[src/rtl/drfp_pkg.sv]
// ---------------------------------------------------------------------------
// drfp_pkg: shared types and constants of the dirty rectangle flush planner
// Command and register codes, sequencer states and the operand bundle of
// the shared multiply-add unit.
// ---------------------------------------------------------------------------
package drfp_pkg;

   // Field widths fixed by the interface
   localparam int CMD_W      = 2;
   localparam int CELL_W     = 12;
   localparam int OFFSET_W   = 26;
   localparam int LENGTH_W   = 27;
   localparam int CSR_IDX_W  = 3;
   localparam int CSR_DATA_W = 15;

   // Shared multiply-add unit
   localparam int MAC_A_W   = 16;   // widest box coordinate
   localparam int MAC_B_W   = 15;   // line pitch
   localparam int MAC_C_W   = 28;
   localparam int MAC_OUT_W = 32;

   // Pixel coordinates after clamping (screen up to 4096)
   localparam int PIX_W = 12;
   localparam int ROWS_W = 13;
   localparam int ROWLEN_W = 15;

   // Commands
   localparam logic [CMD_W-1:0] CMD_MARK     = 2'd0;
   localparam logic [CMD_W-1:0] CMD_FLUSH    = 2'd1;
   localparam logic [CMD_W-1:0] CMD_MARK_ALL = 2'd2;

   // Register indexes
   localparam logic [CSR_IDX_W-1:0] CSR_CELL_WIDTH    = 3'd0;
   localparam logic [CSR_IDX_W-1:0] CSR_CELL_HEIGHT   = 3'd1;
   localparam logic [CSR_IDX_W-1:0] CSR_SCREEN_WIDTH  = 3'd2;
   localparam logic [CSR_IDX_W-1:0] CSR_SCREEN_HEIGHT = 3'd3;
   localparam logic [CSR_IDX_W-1:0] CSR_LINE_PITCH    = 3'd4;
   localparam logic [CSR_IDX_W-1:0] CSR_COMBINE_THR   = 3'd5;

   typedef enum logic [3:0] {
      ST_IDLE,
      ST_X1,
      ST_X2,
      ST_Y1,
      ST_Y2,
      ST_DECIDE,
      ST_LO,
      ST_HI,
      ST_CEMIT,
      ST_ROW
   } state_type;

   // result = min(a * b + c, lim)
   typedef struct packed {
      logic [MAC_A_W-1:0]   a;
      logic [MAC_B_W-1:0]   b;
      logic [MAC_C_W-1:0]   c;
      logic [MAC_OUT_W-1:0] lim;
   } mac_op_type;

endpackage

[src/rtl/drfp_if.sv]
// ---------------------------------------------------------------------------
// drfp_if: channel interfaces of the dirty rectangle flush planner
// Request, response and register write channels with valid/ready.
// ---------------------------------------------------------------------------
interface drfp_req_if;
   logic                         valid;
   logic                         ready;
   logic [drfp_pkg::CMD_W-1:0]   cmd;
   logic [drfp_pkg::CELL_W-1:0]  cell_x;
   logic [drfp_pkg::CELL_W-1:0]  cell_y;

   modport source (output valid, output cmd, output cell_x, output cell_y, input ready);
   modport sink (input valid, input cmd, input cell_x, input cell_y, output ready);
endinterface

interface drfp_rsp_if;
   logic                           valid;
   logic                           ready;
   logic [drfp_pkg::OFFSET_W-1:0]  byte_offset;
   logic [drfp_pkg::LENGTH_W-1:0]  byte_length;
   logic                           last;

   modport source (output valid, output byte_offset, output byte_length, output last,
                   input ready);
   modport sink (input valid, input byte_offset, input byte_length, input last,
                 output ready);
endinterface

interface drfp_csr_if;
   logic                             valid;
   logic                             ready;
   logic [drfp_pkg::CSR_IDX_W-1:0]   index;
   logic [drfp_pkg::CSR_DATA_W-1:0]  data;

   modport source (output valid, output index, output data, input ready);
   modport sink (input valid, input index, input data, output ready);
endinterface

[src/rtl/drfp_mac.sv]
// ---------------------------------------------------------------------------
// drfp_mac: shared multiply-add unit with upper clamp
// Computes min(a * b + c, lim) for the flush sequencer.
// ---------------------------------------------------------------------------
module drfp_mac (
   input  drfp_pkg::mac_op_type                op,
   output logic [drfp_pkg::MAC_OUT_W-1:0]      result
);

   logic [drfp_pkg::MAC_OUT_W-1:0] sum;

   assign sum = drfp_pkg::MAC_OUT_W'(op.a) * drfp_pkg::MAC_OUT_W'(op.b)
              + drfp_pkg::MAC_OUT_W'(op.c);
   assign result = (sum > op.lim) ? op.lim : sum;

endmodule

[src/rtl/dirty_rect_flush_planner.sv]
// ---------------------------------------------------------------------------
// dirty_rect_flush_planner: dirty cell box to framebuffer write ranges
// Tracks a bounding box of dirty character cells; a flush turns it into one
// combined byte range or one range per pixel row, clearing the box once scaled.
// ---------------------------------------------------------------------------
//
//  channel | dir | transaction payload
//  --------+-----+--------------------------------------------------
//  req     | in  | cmd (mark / flush / mark all), cell_x, cell_y
//  rsp     | out | byte_offset, byte_length, last
//  csr     | in  | index, data (register write, always ready)
//
//  Mark, mark all, empty flush and unused commands keep the sequencer idle.
//  Non-empty flush, after its accepting cycle: box scaling and clamping on
//  the shared multiply-add unit (X1, X2, Y1, Y2), a split/combine decision
//  (DECIDE), then LO, HI and CEMIT for a combined range, or ROW once per row
//  for split ranges; req is not ready for the whole flush.
//  A rsp stall holds the sequencer in CEMIT and ROW; the output register frees one slot.
//  Reset (synchronous, active high) restores register defaults, empty box.
// ---------------------------------------------------------------------------
module dirty_rect_flush_planner #(
   parameter int MAX_SPLIT_ROWS = 64,
   parameter int COORD_BITS     = 12
) (
   input logic          clock,
   input logic          reset,
   drfp_req_if.sink     req,
   drfp_rsp_if.source   rsp,
   drfp_csr_if.sink     csr
);

   localparam logic [COORD_BITS-1:0] COORD_ONES = '1;

   // ---------------- configuration registers ----------------
   logic [5:0]  cell_width_ff;
   logic [6:0]  cell_height_ff;
   logic [12:0] screen_width_ff;
   logic [12:0] screen_height_ff;
   logic [14:0] line_pitch_ff;
   logic [11:0] combine_thr_ff;

   assign csr.ready = 1'b1;

   always_ff @(posedge clock) begin
      if (reset) begin
         cell_width_ff    <= 6'd8;
         cell_height_ff   <= 7'd16;
         screen_width_ff  <= 13'd1024;
         screen_height_ff <= 13'd768;
         line_pitch_ff    <= 15'd4096;
         combine_thr_ff   <= 12'd424;
      end else if (csr.valid) begin
         unique case (csr.index)
            drfp_pkg::CSR_CELL_WIDTH:    cell_width_ff    <= csr.data[5:0];
            drfp_pkg::CSR_CELL_HEIGHT:   cell_height_ff   <= csr.data[6:0];
            drfp_pkg::CSR_SCREEN_WIDTH:  screen_width_ff  <= csr.data[12:0];
            drfp_pkg::CSR_SCREEN_HEIGHT: screen_height_ff <= csr.data[12:0];
            drfp_pkg::CSR_LINE_PITCH:    line_pitch_ff    <= csr.data[14:0];
            drfp_pkg::CSR_COMBINE_THR:   combine_thr_ff   <= csr.data[11:0];
            default: ;
         endcase
      end
   end

   // Saturated views of the registers
   logic [5:0]                 cw;
   logic [6:0]                 ch;
   logic [drfp_pkg::PIX_W-1:0] sw_max;   // screen width - 1
   logic [drfp_pkg::PIX_W-1:0] sh_max;   // screen height - 1
   logic [14:0]                pitch;

   always_comb begin
      cw = (cell_width_ff == '0) ? 6'd1 : cell_width_ff;
      ch = (cell_height_ff == '0) ? 7'd1 : cell_height_ff;
      if (screen_width_ff == '0)
         sw_max = '0;
      else if (screen_width_ff > 13'd4096)
         sw_max = '1;
      else
         sw_max = drfp_pkg::PIX_W'(screen_width_ff - 13'd1);
      if (screen_height_ff == '0)
         sh_max = '0;
      else if (screen_height_ff > 13'd4096)
         sh_max = '1;
      else
         sh_max = drfp_pkg::PIX_W'(screen_height_ff - 13'd1);
      if (line_pitch_ff < 15'd4)
         pitch = 15'd4;
      else if (line_pitch_ff > 15'd16384)
         pitch = 15'd16384;
      else
         pitch = line_pitch_ff;
   end

   // ---------------- state ----------------
   drfp_pkg::state_type state_ff, state_in;

   logic                  box_valid_ff;
   logic [COORD_BITS-1:0] box_left_ff, box_right_ff, box_top_ff, box_bottom_ff;

   // clamped pixel box
   logic [drfp_pkg::PIX_W-1:0]    x1_ff, x2_ff, y1_ff, y2_ff;
   logic [drfp_pkg::PIX_W-1:0]    y_ff;          // current split row
   logic [drfp_pkg::ROWLEN_W-1:0] row_len_ff;    // bytes per split row
   logic [drfp_pkg::LENGTH_W-1:0] lo_ff, hi_ff;  // combined range bounds

   // output register
   logic                          rsp_valid_ff;
   logic [drfp_pkg::OFFSET_W-1:0] rsp_offset_ff, rsp_offset_in;
   logic [drfp_pkg::LENGTH_W-1:0] rsp_length_ff, rsp_length_in;
   logic                          rsp_last_ff, rsp_last_in;
   logic                          rsp_load;

   logic                          slot_free;
   logic                          req_accept;
   logic [COORD_BITS-1:0]         cx, cy;

   assign slot_free  = !rsp_valid_ff || rsp.ready;
   assign req_accept = req.valid && req.ready;
   assign cx = COORD_BITS'(req.cell_x);
   assign cy = COORD_BITS'(req.cell_y);

   // ---------------- shared multiply-add ----------------
   drfp_pkg::mac_op_type              mac_op;
   logic [drfp_pkg::MAC_OUT_W-1:0]    mac_result;

   drfp_mac u_mac (
      .op     (mac_op),
      .result (mac_result)
   );

   // split/combine decision terms, valid once x1, x2, y1 and y2 are loaded
   logic [drfp_pkg::PIX_W-1:0]  x_span;
   logic [drfp_pkg::ROWS_W-1:0] rows;
   logic                        combine;

   assign x_span  = x2_ff - x1_ff;
   assign rows    = drfp_pkg::ROWS_W'(y2_ff) - drfp_pkg::ROWS_W'(y1_ff) + 1'b1;
   assign combine = (x_span > combine_thr_ff) ||
                    (rows > drfp_pkg::ROWS_W'(MAX_SPLIT_ROWS));

   // ---------------- next state ----------------
   always_comb begin
      state_in = state_ff;
      unique case (state_ff)
         drfp_pkg::ST_IDLE: begin
            if (req_accept && req.cmd == drfp_pkg::CMD_FLUSH && box_valid_ff)
               state_in = drfp_pkg::ST_X1;
         end
         drfp_pkg::ST_X1:     state_in = drfp_pkg::ST_X2;
         drfp_pkg::ST_X2:     state_in = drfp_pkg::ST_Y1;
         drfp_pkg::ST_Y1:     state_in = drfp_pkg::ST_Y2;
         drfp_pkg::ST_Y2:     state_in = drfp_pkg::ST_DECIDE;
         drfp_pkg::ST_DECIDE: state_in = combine ? drfp_pkg::ST_LO : drfp_pkg::ST_ROW;
         drfp_pkg::ST_LO:     state_in = drfp_pkg::ST_HI;
         drfp_pkg::ST_HI:     state_in = drfp_pkg::ST_CEMIT;
         drfp_pkg::ST_CEMIT: begin
            if (slot_free)
               state_in = drfp_pkg::ST_IDLE;
         end
         drfp_pkg::ST_ROW: begin
            if (slot_free && y_ff == y2_ff)
               state_in = drfp_pkg::ST_IDLE;
         end
         default: state_in = drfp_pkg::ST_IDLE;
      endcase
   end

   // ---------------- sequencer outputs ----------------
   always_comb begin
      req.ready     = 1'b0;
      mac_op        = '0;
      mac_op.lim    = '1;
      rsp_load      = 1'b0;
      rsp_offset_in = drfp_pkg::OFFSET_W'(lo_ff);
      rsp_length_in = hi_ff - lo_ff;
      rsp_last_in   = 1'b1;
      unique case (state_ff)
         drfp_pkg::ST_IDLE: req.ready = 1'b1;
         drfp_pkg::ST_X1: begin
            mac_op.a   = drfp_pkg::MAC_A_W'(box_left_ff);
            mac_op.b   = drfp_pkg::MAC_B_W'(cw);
            mac_op.lim = drfp_pkg::MAC_OUT_W'(sw_max);
         end
         drfp_pkg::ST_X2: begin
            mac_op.a   = drfp_pkg::MAC_A_W'(box_right_ff);
            mac_op.b   = drfp_pkg::MAC_B_W'(cw);
            mac_op.c   = drfp_pkg::MAC_C_W'(cw - 6'd1);
            mac_op.lim = drfp_pkg::MAC_OUT_W'(sw_max);
         end
         drfp_pkg::ST_Y1: begin
            mac_op.a   = drfp_pkg::MAC_A_W'(box_top_ff);
            mac_op.b   = drfp_pkg::MAC_B_W'(ch);
            mac_op.lim = drfp_pkg::MAC_OUT_W'(sh_max);
         end
         drfp_pkg::ST_Y2: begin
            mac_op.a   = drfp_pkg::MAC_A_W'(box_bottom_ff);
            mac_op.b   = drfp_pkg::MAC_B_W'(ch);
            mac_op.c   = drfp_pkg::MAC_C_W'(ch - 7'd1);
            mac_op.lim = drfp_pkg::MAC_OUT_W'(sh_max);
         end
         drfp_pkg::ST_DECIDE: ;
         drfp_pkg::ST_LO: begin
            mac_op.a = drfp_pkg::MAC_A_W'(y1_ff);
            mac_op.b = pitch;
            mac_op.c = drfp_pkg::MAC_C_W'(x1_ff) << 2;
         end
         drfp_pkg::ST_HI: begin
            mac_op.a = drfp_pkg::MAC_A_W'(y2_ff);
            mac_op.b = pitch;
            mac_op.c = (drfp_pkg::MAC_C_W'(x2_ff) << 2) + drfp_pkg::MAC_C_W'(4);
         end
         drfp_pkg::ST_CEMIT: rsp_load = slot_free;
         drfp_pkg::ST_ROW: begin
            mac_op.a      = drfp_pkg::MAC_A_W'(y_ff);
            mac_op.b      = pitch;
            mac_op.c      = drfp_pkg::MAC_C_W'(x1_ff) << 2;
            rsp_load      = slot_free;
            rsp_offset_in = mac_result[drfp_pkg::OFFSET_W-1:0];
            rsp_length_in = drfp_pkg::LENGTH_W'(row_len_ff);
            rsp_last_in   = (y_ff == y2_ff);
         end
         default: ;
      endcase
   end

   // ---------------- registers ----------------
   always_ff @(posedge clock) begin
      if (reset)
         state_ff <= drfp_pkg::ST_IDLE;
      else
         state_ff <= state_in;
   end

   // Dirty box: marks in idle, cleared once the flush has scaled it
   always_ff @(posedge clock) begin
      if (reset || state_ff == drfp_pkg::ST_Y2) begin
         box_valid_ff  <= 1'b0;
         box_left_ff   <= COORD_ONES;
         box_top_ff    <= COORD_ONES;
         box_right_ff  <= '0;
         box_bottom_ff <= '0;
      end else if (req_accept) begin
         case (req.cmd)
            drfp_pkg::CMD_MARK: begin
               box_valid_ff <= 1'b1;
               if (!box_valid_ff) begin
                  box_left_ff   <= cx;
                  box_right_ff  <= cx;
                  box_top_ff    <= cy;
                  box_bottom_ff <= cy;
               end else begin
                  if (cx < box_left_ff)   box_left_ff   <= cx;
                  if (cx > box_right_ff)  box_right_ff  <= cx;
                  if (cy < box_top_ff)    box_top_ff    <= cy;
                  if (cy > box_bottom_ff) box_bottom_ff <= cy;
               end
            end
            drfp_pkg::CMD_MARK_ALL: begin
               box_valid_ff  <= 1'b1;
               box_left_ff   <= '0;
               box_top_ff    <= '0;
               box_right_ff  <= COORD_ONES;
               box_bottom_ff <= COORD_ONES;
            end
            default: ;
         endcase
      end
   end

   // Flush datapath, no reset needed
   always_ff @(posedge clock) begin
      case (state_ff)
         drfp_pkg::ST_X1: x1_ff <= mac_result[drfp_pkg::PIX_W-1:0];
         drfp_pkg::ST_X2: x2_ff <= mac_result[drfp_pkg::PIX_W-1:0];
         drfp_pkg::ST_Y1: y1_ff <= mac_result[drfp_pkg::PIX_W-1:0];
         drfp_pkg::ST_Y2: y2_ff <= mac_result[drfp_pkg::PIX_W-1:0];
         drfp_pkg::ST_LO: lo_ff <= mac_result[drfp_pkg::LENGTH_W-1:0];
         drfp_pkg::ST_HI: hi_ff <= mac_result[drfp_pkg::LENGTH_W-1:0];
         drfp_pkg::ST_ROW: begin
            if (slot_free)
               y_ff <= y_ff + 1'b1;
         end
         default: ;
      endcase
      if (state_ff == drfp_pkg::ST_DECIDE) begin
         y_ff       <= y1_ff;
         row_len_ff <= (drfp_pkg::ROWLEN_W'(x_span) << 2) + drfp_pkg::ROWLEN_W'(4);
      end
   end

   // Output register
   always_ff @(posedge clock) begin
      if (reset)
         rsp_valid_ff <= 1'b0;
      else if (rsp_load)
         rsp_valid_ff <= 1'b1;
      else if (rsp.ready)
         rsp_valid_ff <= 1'b0;
   end

   always_ff @(posedge clock) begin
      if (rsp_load) begin
         rsp_offset_ff <= rsp_offset_in;
         rsp_length_ff <= rsp_length_in;
         rsp_last_ff   <= rsp_last_in;
      end
   end

   assign rsp.valid       = rsp_valid_ff;
   assign rsp.byte_offset = rsp_offset_ff;
   assign rsp.byte_length = rsp_length_ff;
   assign rsp.last        = rsp_last_ff;

   // ---------------- assertions ----------------
`ifndef NO_ASSERTIONS
   // A dirty box never runs backward
   a_box_ordered: assert property (@(posedge clock) disable iff (reset)
      box_valid_ff |-> (box_left_ff <= box_right_ff && box_top_ff <= box_bottom_ff))
      else $error("dirty box inverted");

   // Split rows stay within the clamped box
   a_row_in_box: assert property (@(posedge clock) disable iff (reset)
      state_ff == drfp_pkg::ST_ROW |-> (y_ff >= y1_ff && y_ff <= y2_ff && x1_ff <= x2_ff))
      else $error("split row outside box");

   // The final range of a flush ends it with the box already cleared
   a_last_ends_flush: assert property (@(posedge clock) disable iff (reset)
      (rsp_load && rsp_last_in) |=> (state_ff == drfp_pkg::ST_IDLE && !box_valid_ff))
      else $error("flush did not end on last range");
`endif

endmodule
[src/flat_wrapper.sv]
// flat-port wrapper written by rule: the top's interface ports become plain ports
module dirty_rect_flush_planner_flat 
#(
   parameter int MAX_SPLIT_ROWS = 64,
   parameter int COORD_BITS     = 12
)
  (clock, reset, req_valid, req_cmd, req_cell_x, req_cell_y, req_ready, rsp_valid, rsp_byte_offset, rsp_byte_length, rsp_last, rsp_ready, csr_valid, csr_index, csr_data, csr_ready);
  drfp_req_if req_i ();
  drfp_rsp_if rsp_i ();
  drfp_csr_if csr_i ();
  input logic clock;
  input logic reset;
  input wire logic [$bits(req_i.valid)-1:0] req_valid;
  input wire logic [$bits(req_i.cmd)-1:0] req_cmd;
  input wire logic [$bits(req_i.cell_x)-1:0] req_cell_x;
  input wire logic [$bits(req_i.cell_y)-1:0] req_cell_y;
  output wire logic [$bits(req_i.ready)-1:0] req_ready;
  output wire logic [$bits(rsp_i.valid)-1:0] rsp_valid;
  output wire logic [$bits(rsp_i.byte_offset)-1:0] rsp_byte_offset;
  output wire logic [$bits(rsp_i.byte_length)-1:0] rsp_byte_length;
  output wire logic [$bits(rsp_i.last)-1:0] rsp_last;
  input wire logic [$bits(rsp_i.ready)-1:0] rsp_ready;
  input wire logic [$bits(csr_i.valid)-1:0] csr_valid;
  input wire logic [$bits(csr_i.index)-1:0] csr_index;
  input wire logic [$bits(csr_i.data)-1:0] csr_data;
  output wire logic [$bits(csr_i.ready)-1:0] csr_ready;
  assign req_i.valid = req_valid;
  assign req_i.cmd = req_cmd;
  assign req_i.cell_x = req_cell_x;
  assign req_i.cell_y = req_cell_y;
  assign req_ready = req_i.ready;
  assign rsp_valid = rsp_i.valid;
  assign rsp_byte_offset = rsp_i.byte_offset;
  assign rsp_byte_length = rsp_i.byte_length;
  assign rsp_last = rsp_i.last;
  assign rsp_i.ready = rsp_ready;
  assign csr_i.valid = csr_valid;
  assign csr_i.index = csr_index;
  assign csr_i.data = csr_data;
  assign csr_ready = csr_i.ready;
  dirty_rect_flush_planner #(.MAX_SPLIT_ROWS(MAX_SPLIT_ROWS), .COORD_BITS(COORD_BITS)) u_core (.clock(clock), .reset(reset), .req(req_i), .rsp(rsp_i), .csr(csr_i));
endmodule
[config.mk]
export PLATFORM = sky130hd
export DESIGN_NAME = dirty_rect_flush_planner_flat
export DESIGN_NICKNAME = d
export VERILOG_FILES = /design/src/rtl/drfp_pkg.sv /design/src/rtl/drfp_if.sv /design/src/rtl/drfp_mac.sv /design/src/rtl/dirty_rect_flush_planner.sv /design/src/flat_wrapper.sv
export SDC_FILE = /design/constraint.sdc
export NUM_CORES = 1
export LEC_CHECK = 0
export ABC_AREA = 1
export ABC_CLOCK_PERIOD_IN_PS = 8800
export CAP_MARGIN = 0
export CORE_ASPECT_RATIO = 1.4
export CORE_MARGIN = 3
export CORE_UTILIZATION = 50
export CTS_CLUSTER_SIZE = 16
export DETAILED_ROUTE_END_ITERATION = 12
export DONT_BUFFER_PORTS = 1
export PLACE_DENSITY = 0.79
export SYNTH_ARGS = -nofsm -noshare
export SYNTH_HDL_FRONTEND = slang
export SYNTH_SLANG_ARGS = --single-unit
export TNS_END_PERCENT = 20
[constraint.sdc]
create_clock -name clock -period 8.8 [get_ports clock]
set_clock_uncertainty 0.2 [all_clocks]
set_input_delay 1.76 -clock clock [delete_from_list [all_inputs] [get_ports clock]]
set_output_delay 1.76 -clock clock [all_outputs]
set_load 0.02 [all_outputs]
==> results of run 1 <==
## state kept, by name, indices dropped and copies added, names as in the netlist, 13 cells and up
signal,flops
u_core.hi_ff,27
u_core.lo_ff,27
u_core.rsp.byte_length,27
u_core.rsp.byte_offset,26
u_core.line_pitch_ff,15
u_core.row_len_ff,13
u_core.screen_height_ff,13
u_core.screen_width_ff,13
## final timing paths
check | start | to | slack [ns] | cells after the start
worst max-delay path | u_core.state_ff[2] | u_core.x2_ff[1] | 0.36 | 35
worst min-delay path | u_core.box_right_ff[6] | u_core.box_right_ff[6] | 0.26 | 2
worst max register to register | u_core.state_ff[2] | u_core.x2_ff[1] | 0.36 | 35
worst min register to register | u_core.box_right_ff[6] | u_core.box_right_ff[6] | 0.26 | 2
## power groups by stage
stage | Combinational, mW | Sequential [mW] | Clock (mW)
detailed placement | 1.11 | 1.66 | 0
floorplan | 0.751 | 1.64 | 0
global placement | 1.09 | 1.66 | 0
finish | 1.18 | 1.63 | 1.57
CTS | 1.12 | 1.63 | 1.59
global route | 1.29 | 1.64 | 1.64
## worst max-delay path, delay by kind of cell (launching register included)
family          cells  cell delay, ns
compound gates      4            0.88
xor+xnor            1            0.37
fa+ha+maj           7            3.04
buf+inv             9            1.09
flops               1            0.42
simple gates       14            2.13
## routing by layer
| metal | routed length [um] | track usage, % | vias up |
|---|---|---|---|
| li1 | - | - | 10000 |
| met1 | 27700 | 32.6 | 9891 |
| met2 | 32800 | 44.0 | 847 |
| met3 | 5090 | 4.03 | 200 |
| met4 | 3380 | 10.9 | 2 |
| met5 | 13 | 0 | - |
## metrics by stage
step | area [um2] | util (%)
5_1_grt | 27100 | 55.9
6_report | 27100 | 55.9
2_1_floorplan | 24700 | -
4_1_cts | 26800 | 55.2
3_3_place_gp | 25600 | 52.7
3_5_place_dp | 25600 | 52.7
## cells by family after synthesis
kind of cell	Yosys count
AND/OR/NAND/NOR	1076
XOR/XNOR	72
adder cells (fa/ha/maj)	382
flip-flops	301
other	1
AO/OA/AOI/OAI	556
buffers and inverters	686
## what timing repair did
| item | in CTS | in global routing |
|---|---|---|
| hold buffers | 0 | 0 |
| setup endpoints to repair | 0 | 128 |
| buffers inserted | 0 | 14 |
| gates resized for setup | 0 | 67 |
## cell usage in the layout (no fill, tap or decap), types with 31 or more instances in the layout
master,n
nand3_1,121
clkbuf_16,36
fa_1,159
inv_1,592
nor2_1,243
buf_4,53
nor3_1,31
ha_1,222
edfxtp_1,181
xor2_1,53
a21oi_1,233
o21ai_0,180
nand2_1,576
dfxtp_1,117
## final cells by class
cell class	count	share of cell area, %
flip-flops and latches	301	28.9
inverters	615	8.63
multi-input cells	2088	53.3
well taps	630	2.91
repair buffers	58	1.72
diodes	2	0.0185
clock buffers	40	3.38
clock inverters	19	1.08
==> metrics.txt, run 1 <==
Die Y=269 um; via count=20900; htree depth=2; total grt overflow=0; clock transition at the registers of the reported paths=0.07 ns; combinational cell fraction of total power=27.0%; Synth Area in XOR/XNOR=2.55%; Ports=106; Int Pwr=2.90 mW; placed wire-length estimate=54200 um; setup slack at placement=0.131 ns; number of synthesized register bits=301; max_cap viols=0; Mapped Nets=3505; Residual DRC=0; Nets=3529; Fin Hold WS=0.261 ns; antenna-violating nets left=0; fmax=119 MHz; synth warn=0; EDFF count, synth=181; Yosys top cell by area=edfxtp_1; largest family of logic cells by synthesized area=adder cells; die area=52200 um2; drt pass-1 iters=6; switching part of the total=33.9%; Pwr Density=162 nW/um2; worst vdd ir=0.141 mV; worst skew pair latency=0.55 ns; WP data required=8.86 ns; layout cell share with drive strength beyond 1=6.82%; overall power consumption=4.39 mW; switching pwr=1.49 mW; CTS sink count=301; Clk pwr share=35.8%; deepest clock path buffer count=3; TritonCTS clock tree=yes; ys flop type=edfxtp_1; Clock Tree Root=clkbuf_16; CP max FO=13; area of the core=48500 um2; Mapped Area=24700 um2; first-pass GRT wire length=108000 um; # setup viols final=0; Leak=12.9 nW; DR WL/cell=18.4 um; largest net degree at the start of global routing=69; placer congestion estimate=0.974; ys async rst share=0%; Largest stage delay, worst path=0.55 ns; sequential area share after synthesis=31.7%; Initial DRC Count=1607; Synth-to-Final Area Change=9.60%; post-synth top area share=22.0%; ranking of synthesized cells by area=edfxtp_1 22%, fa_1 13%, ha_1 11%; Seq pwr share=37.2%; antenna violations before repair=2; setup ws final=0.364 ns; CP arrival=8.49 ns; Cell variety after synth=56; Worst setup SP type=flop; area occupied by registers=7840 um2; Setup Crit Path Kind=reg2reg; slowest CP cell=fa_1; Row Count=95; final setup TNS=0 ns; Placed Cells=3677; die width=194 um; IO Port Bufs=0; HP Class=reg2reg; Final Hold Violating Endpoints=0; synth cell count leaders=602 x inv_1, 582 x nand2_1, 249 x nor2_1, 237 x a21oi_1, 223 x ha_1; adder-cell share of the synthesized area=24.2%; Total Routing Usage GR=25.8%; outcome=finished clean; count leader, synth=inv_1; Final min period=8.44 ns; Relative slew margins=42.1%; TritonCTS Buffers=34; mux share of post-synthesis cell area=0%; Layout fillers=4353; Slew Viols, Final=0; Via density=5.58; simple-gate share of the synthesized area=18.5%; fin cells=3753; vias in the first global route=20400; area occupied by multi-input gates=14500 um2; Synth Area in Compound Gates=12.5%; Syn Area/Cell=8.04 um2; routed wire length=69000 um; worst slew pin tran=0.862 ns; Crit. End Element=flop; Initial Utilization=51.0%; Cells after Synth=3074; Final Cycle Share=95.9%
(Power assumes the default switching activity.)
==> run 2, diff against run 1 <==
--- a/config.mk
+++ b/config.mk
@@ -8,7 +8,7 @@
 export ABC_AREA = 1
 export ABC_CLOCK_PERIOD_IN_PS = 8800
 export CAP_MARGIN = 0
-export CORE_ASPECT_RATIO = 1.4
+export CORE_ASPECT_RATIO = 0.8
 export CORE_MARGIN = 3
 export CORE_UTILIZATION = 50
 export CTS_CLUSTER_SIZE = 16
==> run 2 against run 1 <==
Compared with the run above: sequential cell count is the same; global-route usage rose by 1.5 points; maximum frequency is 0.35% higher.
==> metrics.txt, run 2 (same netlist as run 1, synthesis figures left out) <==
CP arrival=8.53 ns (+0.04 ns); Int Pwr=2.81 mW (-3.0%); fin cells=3753 (unchanged); Worst setup SP type=flop; fmax=119 MHz (+0.35%); outcome=finished clean; first-pass GRT wire length=111000 um (+2.0%); Total Routing Usage GR=27.3% (+1.5 points); Hold Crit Start=u_core.box_left_ff[9]; Initial DRC Count=2414 (+50%); Initial Utilization=50.8% (-0.16 points); Final Hold Violating Endpoints=0 (unchanged); overall power consumption=4.35 mW (-0.78%); Worst Setup SP=u_core.state_ff[2]; CTS sink count=301 (unchanged); Ports=106 (unchanged); Final Util=55.6% (-0.30 points); setup slack at placement=0.0662 ns (-0.0648 ns); TritonCTS Buffers=31 (-8.8%); Crit. End Element=flop; kind of cell adding the most delay to the critical path=adder cells; total grt overflow=0 (unchanged); Setup Crit Path Kind=reg2reg; area occupied by multi-input gates=14500 um2 (+0.22%); Leak=12.8 nW (-0.51%); Final min period=8.41 ns (-0.0296 ns); area occupied by registers=7840 um2 (about the same); worst skew pair latency=0.60 ns (+0.05 ns); TritonCTS clock tree=yes; Final Cycle Share=95.5% (-0.34 points); WP data required=8.92 ns (+0.06 ns); layout cell share with drive strength beyond 1=6.92% (+0.092 points); worst slew pin tran=1.15 ns (+0.285 ns); antenna violations before repair=0 (-2); Slew Viols, Final=0 (unchanged); routed wire length=72000 um (+4.3%); combinational cell fraction of total power=29.0% (+2.0 points); Nets=3529 (unchanged); Residual DRC=0 (unchanged); # setup viols final=0 (unchanged); switching part of the total=35.4% (+1.5 points); Placed Cells=3671 (-0.16%); htree depth=1 (-1); setup ws final=0.393 ns (+0.0296 ns); placer congestion estimate=1.02 (+4.4%); worst reg2reg path startpoint=u_core.state_ff[2]; deepest clock path buffer count=3 (unchanged); IO Port Bufs=0 (unchanged); HP Class=reg2reg; Row Count=72 (-24%); clock transition at the registers of the reported paths=0.06 ns (about the same); Via density=5.63 (+0.84%); Synth-to-Final Area Change=9.35%; area of the core=48600 um2 (+0.31%); Largest stage delay, worst path=0.56 ns (about the same); switching pwr=1.54 mW (+3.6%); Relative slew margins=22.9% (-19 points); CP max FO=12 (-1); Clock Tree Root=clkbuf_16; Seq pwr share=37.7% (+0.5 points); most frequent cells in the layout=587 x inv_1, 573 x nand2_1, 240 x nor2_1; antenna-violating nets left=0 (unchanged); hold_buf cts=0 (unchanged); worst vdd ir=0.179 mV (+27%); drt pass-1 iters=6 (unchanged); max_cap viols=0 (unchanged); slowest CP cell=fa_1; DR WL/cell=19.2 um (+4.3%); Die Y=205 um (-24%); vias in the first global route=19700 (-3.3%); largest net degree at the start of global routing=69 (unchanged); Clk pwr share=33.3% (-2.5 points); most common cell after layout, fill and taps aside=inv_1; Layout fillers=4395 (+0.96%); die area=52200 um2 (about the same); Pwr Density=161 nW/um2 (-0.54%); critical path buffer and inverter count=10 (+1); via count=21100 (+0.84%); placed wire-length estimate=55900 um (+3.0%); die width=255 um (+31%)
==> run 2: through the flow <==
step	hold WS [ns]	area [um2]	setup TNS, ns
2_1_floorplan	0.224	24700	0
3_3_place_gp	0.241	25500	0
3_5_place_dp	0.248	25500	0
4_1_cts	0.263	26600	0
5_1_grt	0.278	27000	-3.26
6_report	0.260	27000	0
==> run 2: final timing paths <==
check,endpoint,slack [ns],depth (start not counted)
setup / recovery,u_core.lo_ff[9],0.39,36
setup reg to reg,u_core.lo_ff[9],0.39,36
hold reg to reg,u_core.box_left_ff[9],0.26,2
hold / removal,u_core.box_left_ff[9],0.26,2
==> run 2: timing repair <==
item                                    CTS  global route
endpoints found under the setup margin    0           128
gates resized for setup                   0            71
setup buffers                             0            19
==> run 2: layout make-up <==
type | count | share of cell area, %
multi-input combinational | 2089 | 53.6
sequential | 301 | 29.0
inverter | 615 | 8.65
clock buffer | 37 | 2.95
tap | 629 | 2.91
timing repair buffer | 58 | 1.68
clock inverter | 21 | 1.18
timing repair inverter | 2 | 0.0555
antenna | 1 | 0.00925
==> run 2: worst reg2reg max path: cells and delay by family, from the launching register on <==
family          cells  cell delay [ns]
compound gates      3             0.69
fa+ha+maj           7             3.29
flops               1             0.43
xor+xnor            1             0.19
simple gates       15             2.05
buf+inv            10             1.26
==> run 2: power by group through the flow <==
stage	logic (mW)	clock network, mW	registers (mW)
floorplan	0.751	0	1.64
global placement	1.13	0	1.66
detailed placement	1.15	0	1.66
CTS	1.16	1.46	1.63
global route	1.37	1.52	1.64
finish	1.26	1.45	1.64
==> run 2: metal layers <==
metal | GRT usage [%] | up-vias | share of wire, %
li1 | - | 10000 | -
met1 | 39.9 | 9820 | 44
met2 | 39.6 | 1144 | 40
met3 | 8.38 | 138 | 13
met4 | 5.86 | 2 | 2.5
met5 | 0.762 | - | 0.069
==> run 3, diff against run 2 <==
--- a/config.mk
+++ b/config.mk
@@ -10,12 +10,13 @@
 export CAP_MARGIN = 0
 export CORE_ASPECT_RATIO = 0.8
 export CORE_MARGIN = 3
-export CORE_UTILIZATION = 50
+export CORE_UTILIZATION = 60
 export CTS_CLUSTER_SIZE = 16
 export DETAILED_ROUTE_END_ITERATION = 12
 export DONT_BUFFER_PORTS = 1
-export PLACE_DENSITY = 0.79
+export PLACE_DENSITY = 0.9
 export SYNTH_ARGS = -nofsm -noshare
 export SYNTH_HDL_FRONTEND = slang
+export SYNTH_HIERARCHICAL = 1
 export SYNTH_SLANG_ARGS = --single-unit
 export TNS_END_PERCENT = 20
==> run 3 against run 2 <==
Compared with the run above: via count up 20%; global-route usage up 4.1 points; area after synthesis up 14%.
==> metrics.txt, run 3 <==
Ports=106 (unchanged); slowest CP cell=fa_1; clock transition at the registers of the reported paths=0.06 ns (about the same); TritonCTS Buffers=30 (-3.2%); Antenna Cells=0 (-1); Initial DRC Count=3065 (+27%); Total Routing Usage GR=31.4% (+4.1 points); synth warn=6 (+6); worst vdd ir=0.168 mV (-6.2%); Leak=16.3 nW (+27%); Synth-to-Final Area Change=10.0%; Nets=4278 (+21%); antenna violations before repair=0 (unchanged); placer congestion estimate=1.00 (-1.3%); fin cells=4396 (+17%); TritonCTS clock tree=yes; vias in the first global route=23900 (+21%); most common cell after layout, fill and taps aside=nand2_1; total grt overflow=0 (unchanged); fmax=116 MHz (-2.3%); CTS sink count=301 (unchanged); WP data required=8.89 ns (-0.03 ns); Worst setup SP type=flop; overall power consumption=4.83 mW (+11%); DR WL/cell=18.5 um (-3.5%); antenna-violating nets left=0 (unchanged); most frequent cells in the layout=864 x nand2_1, 817 x inv_1, 246 x ha_1; Largest stage delay, worst path=0.55 ns (about the same); die width=248 um (-2.4%); area of the core=46100 um2 (-5.3%); placed wire-length estimate=62900 um (+13%); layout cell share with drive strength beyond 1=7.93% (+1.0 points); Final Util=67.4% (+12 points); Crit. End Element=flop; Relative slew margins=41.6% (+19 points); Final Cycle Share=97.8% (+2.3 points); Critical Path Most Common Cell=nand2_1; Cells after Synth=3710 (+21%); Via density=5.74 (+2.0%); CP max FO=9 (-3); Slew Viols, Final=0 (unchanged); Die Y=200 um (-2.4%); htree depth=1 (unchanged); Clock Tree Root=clkbuf_16; Pwr Density=155 nW/um2 (-3.4%); drt pass-1 iters=7 (+1); largest net degree at the start of global routing=77 (+12%); # setup viols final=0 (unchanged); first-pass GRT wire length=125000 um (+13%); die area=49700 um2 (-4.8%); via count=25300 (+20%); outcome=finished clean; Layout fillers=3576 (-19%); Setup Crit Path Kind=reg2reg; Syn Area/Cell=7.61 um2 (-5.4%); HP Class=reg2reg; Initial Utilization=61.3% (+10 points); routed wire length=81300 um (+13%); max_cap viols=0 (unchanged); hold_buf cts=0 (unchanged); Final min period=8.60 ns (+0.198 ns); worst slew pin tran=0.873 ns (-0.274 ns); worst skew pair latency=0.59 ns (about the same); Residual DRC=0 (unchanged); Row Count=70 (-2.8%); Final Hold Violating Endpoints=0 (unchanged); Mapped Area=28200 um2 (+14%); deepest clock path buffer count=3 (unchanged); IO Port Bufs=0 (unchanged); CP arrival=8.70 ns (+0.17 ns); Placed Cells=4310 (+17%)
-- run 3: layout make-up --
type / count / area (um2) / area share, %
timing repair buffer: 102 / 901 / 2.90
clock inverter: 15 / 145 / 0.467
multi-input combinational: 2489 / 17400 / 56.2
clock buffer: 40 / 808 / 2.60
tap: 612 / 766 / 2.47
inverter: 837 / 3150 / 10.1
sequential: 301 / 7840 / 25.3
-- run 3: final timing paths --
kind	from	endpoint	slack [ns]	cells after the start
hold / removal	u_core/box_top_ff[5]	u_core/box_top_ff[5]	0.26	2
setup / recovery	u_core/line_pitch_ff[12]	u_core/rsp.byte_offset[14]	0.20	41
hold reg to reg	u_core/box_top_ff[5]	u_core/box_top_ff[5]	0.26	2
setup reg to reg	u_core/line_pitch_ff[12]	u_core/rsp.byte_offset[14]	0.20	41
-- run 3: report_power, final --
group          total [mW]  switching (mW)  internal, mW  leakage (nW)
Sequential           1.67          0.0607          1.61          2.65
Combinational        1.89            1.29         0.595          13.2
Clock                1.27           0.562         0.705         0.457
-- run 3: critical path, delay by kind of cell (launching register included) --
family	cells	cell delay, ns
flip-flops	1	0.30
AND/OR/NAND/NOR	20	2.48
AO/OA/AOI/OAI	3	0.61
adder cells (fa/ha/maj)	8	3.54
XOR/XNOR	1	0.21
buffers and inverters	9	0.98
-- run 3: metal layers --
metal | routed length [um] | track usage, % | up-vias
met2 | 33800 | 47.4 | 1720
li1 | - | - | 11700
met3 | 12200 | 11.0 | 237
met1 | 32600 | 43.3 | 11600
met4 | 2610 | 8.34 | 2
met5 | 122 | 1.66 | -
-- run 3: through the flow --
stage,hold WS (ns),setup TNS (ns),instance area [um2],setup slack (ns)
after CTS,0.262,0,30200,0.0531
after global placement,0.241,0,29300,0.0776
after global routing,0.298,-6.81,31000,-0.240
final,0.261,0,31000,0.195
after detailed placement,0.248,-0.0795,29300,-0.0407
after floorplan,0.230,0,28300,0.175
-- run 3: repair_timing --
action	CTS	global route
buffers inserted	0	27
pin swaps	0	17
endpoints found under the setup margin	5	128
resized for setup	4	131
cloned	0	4
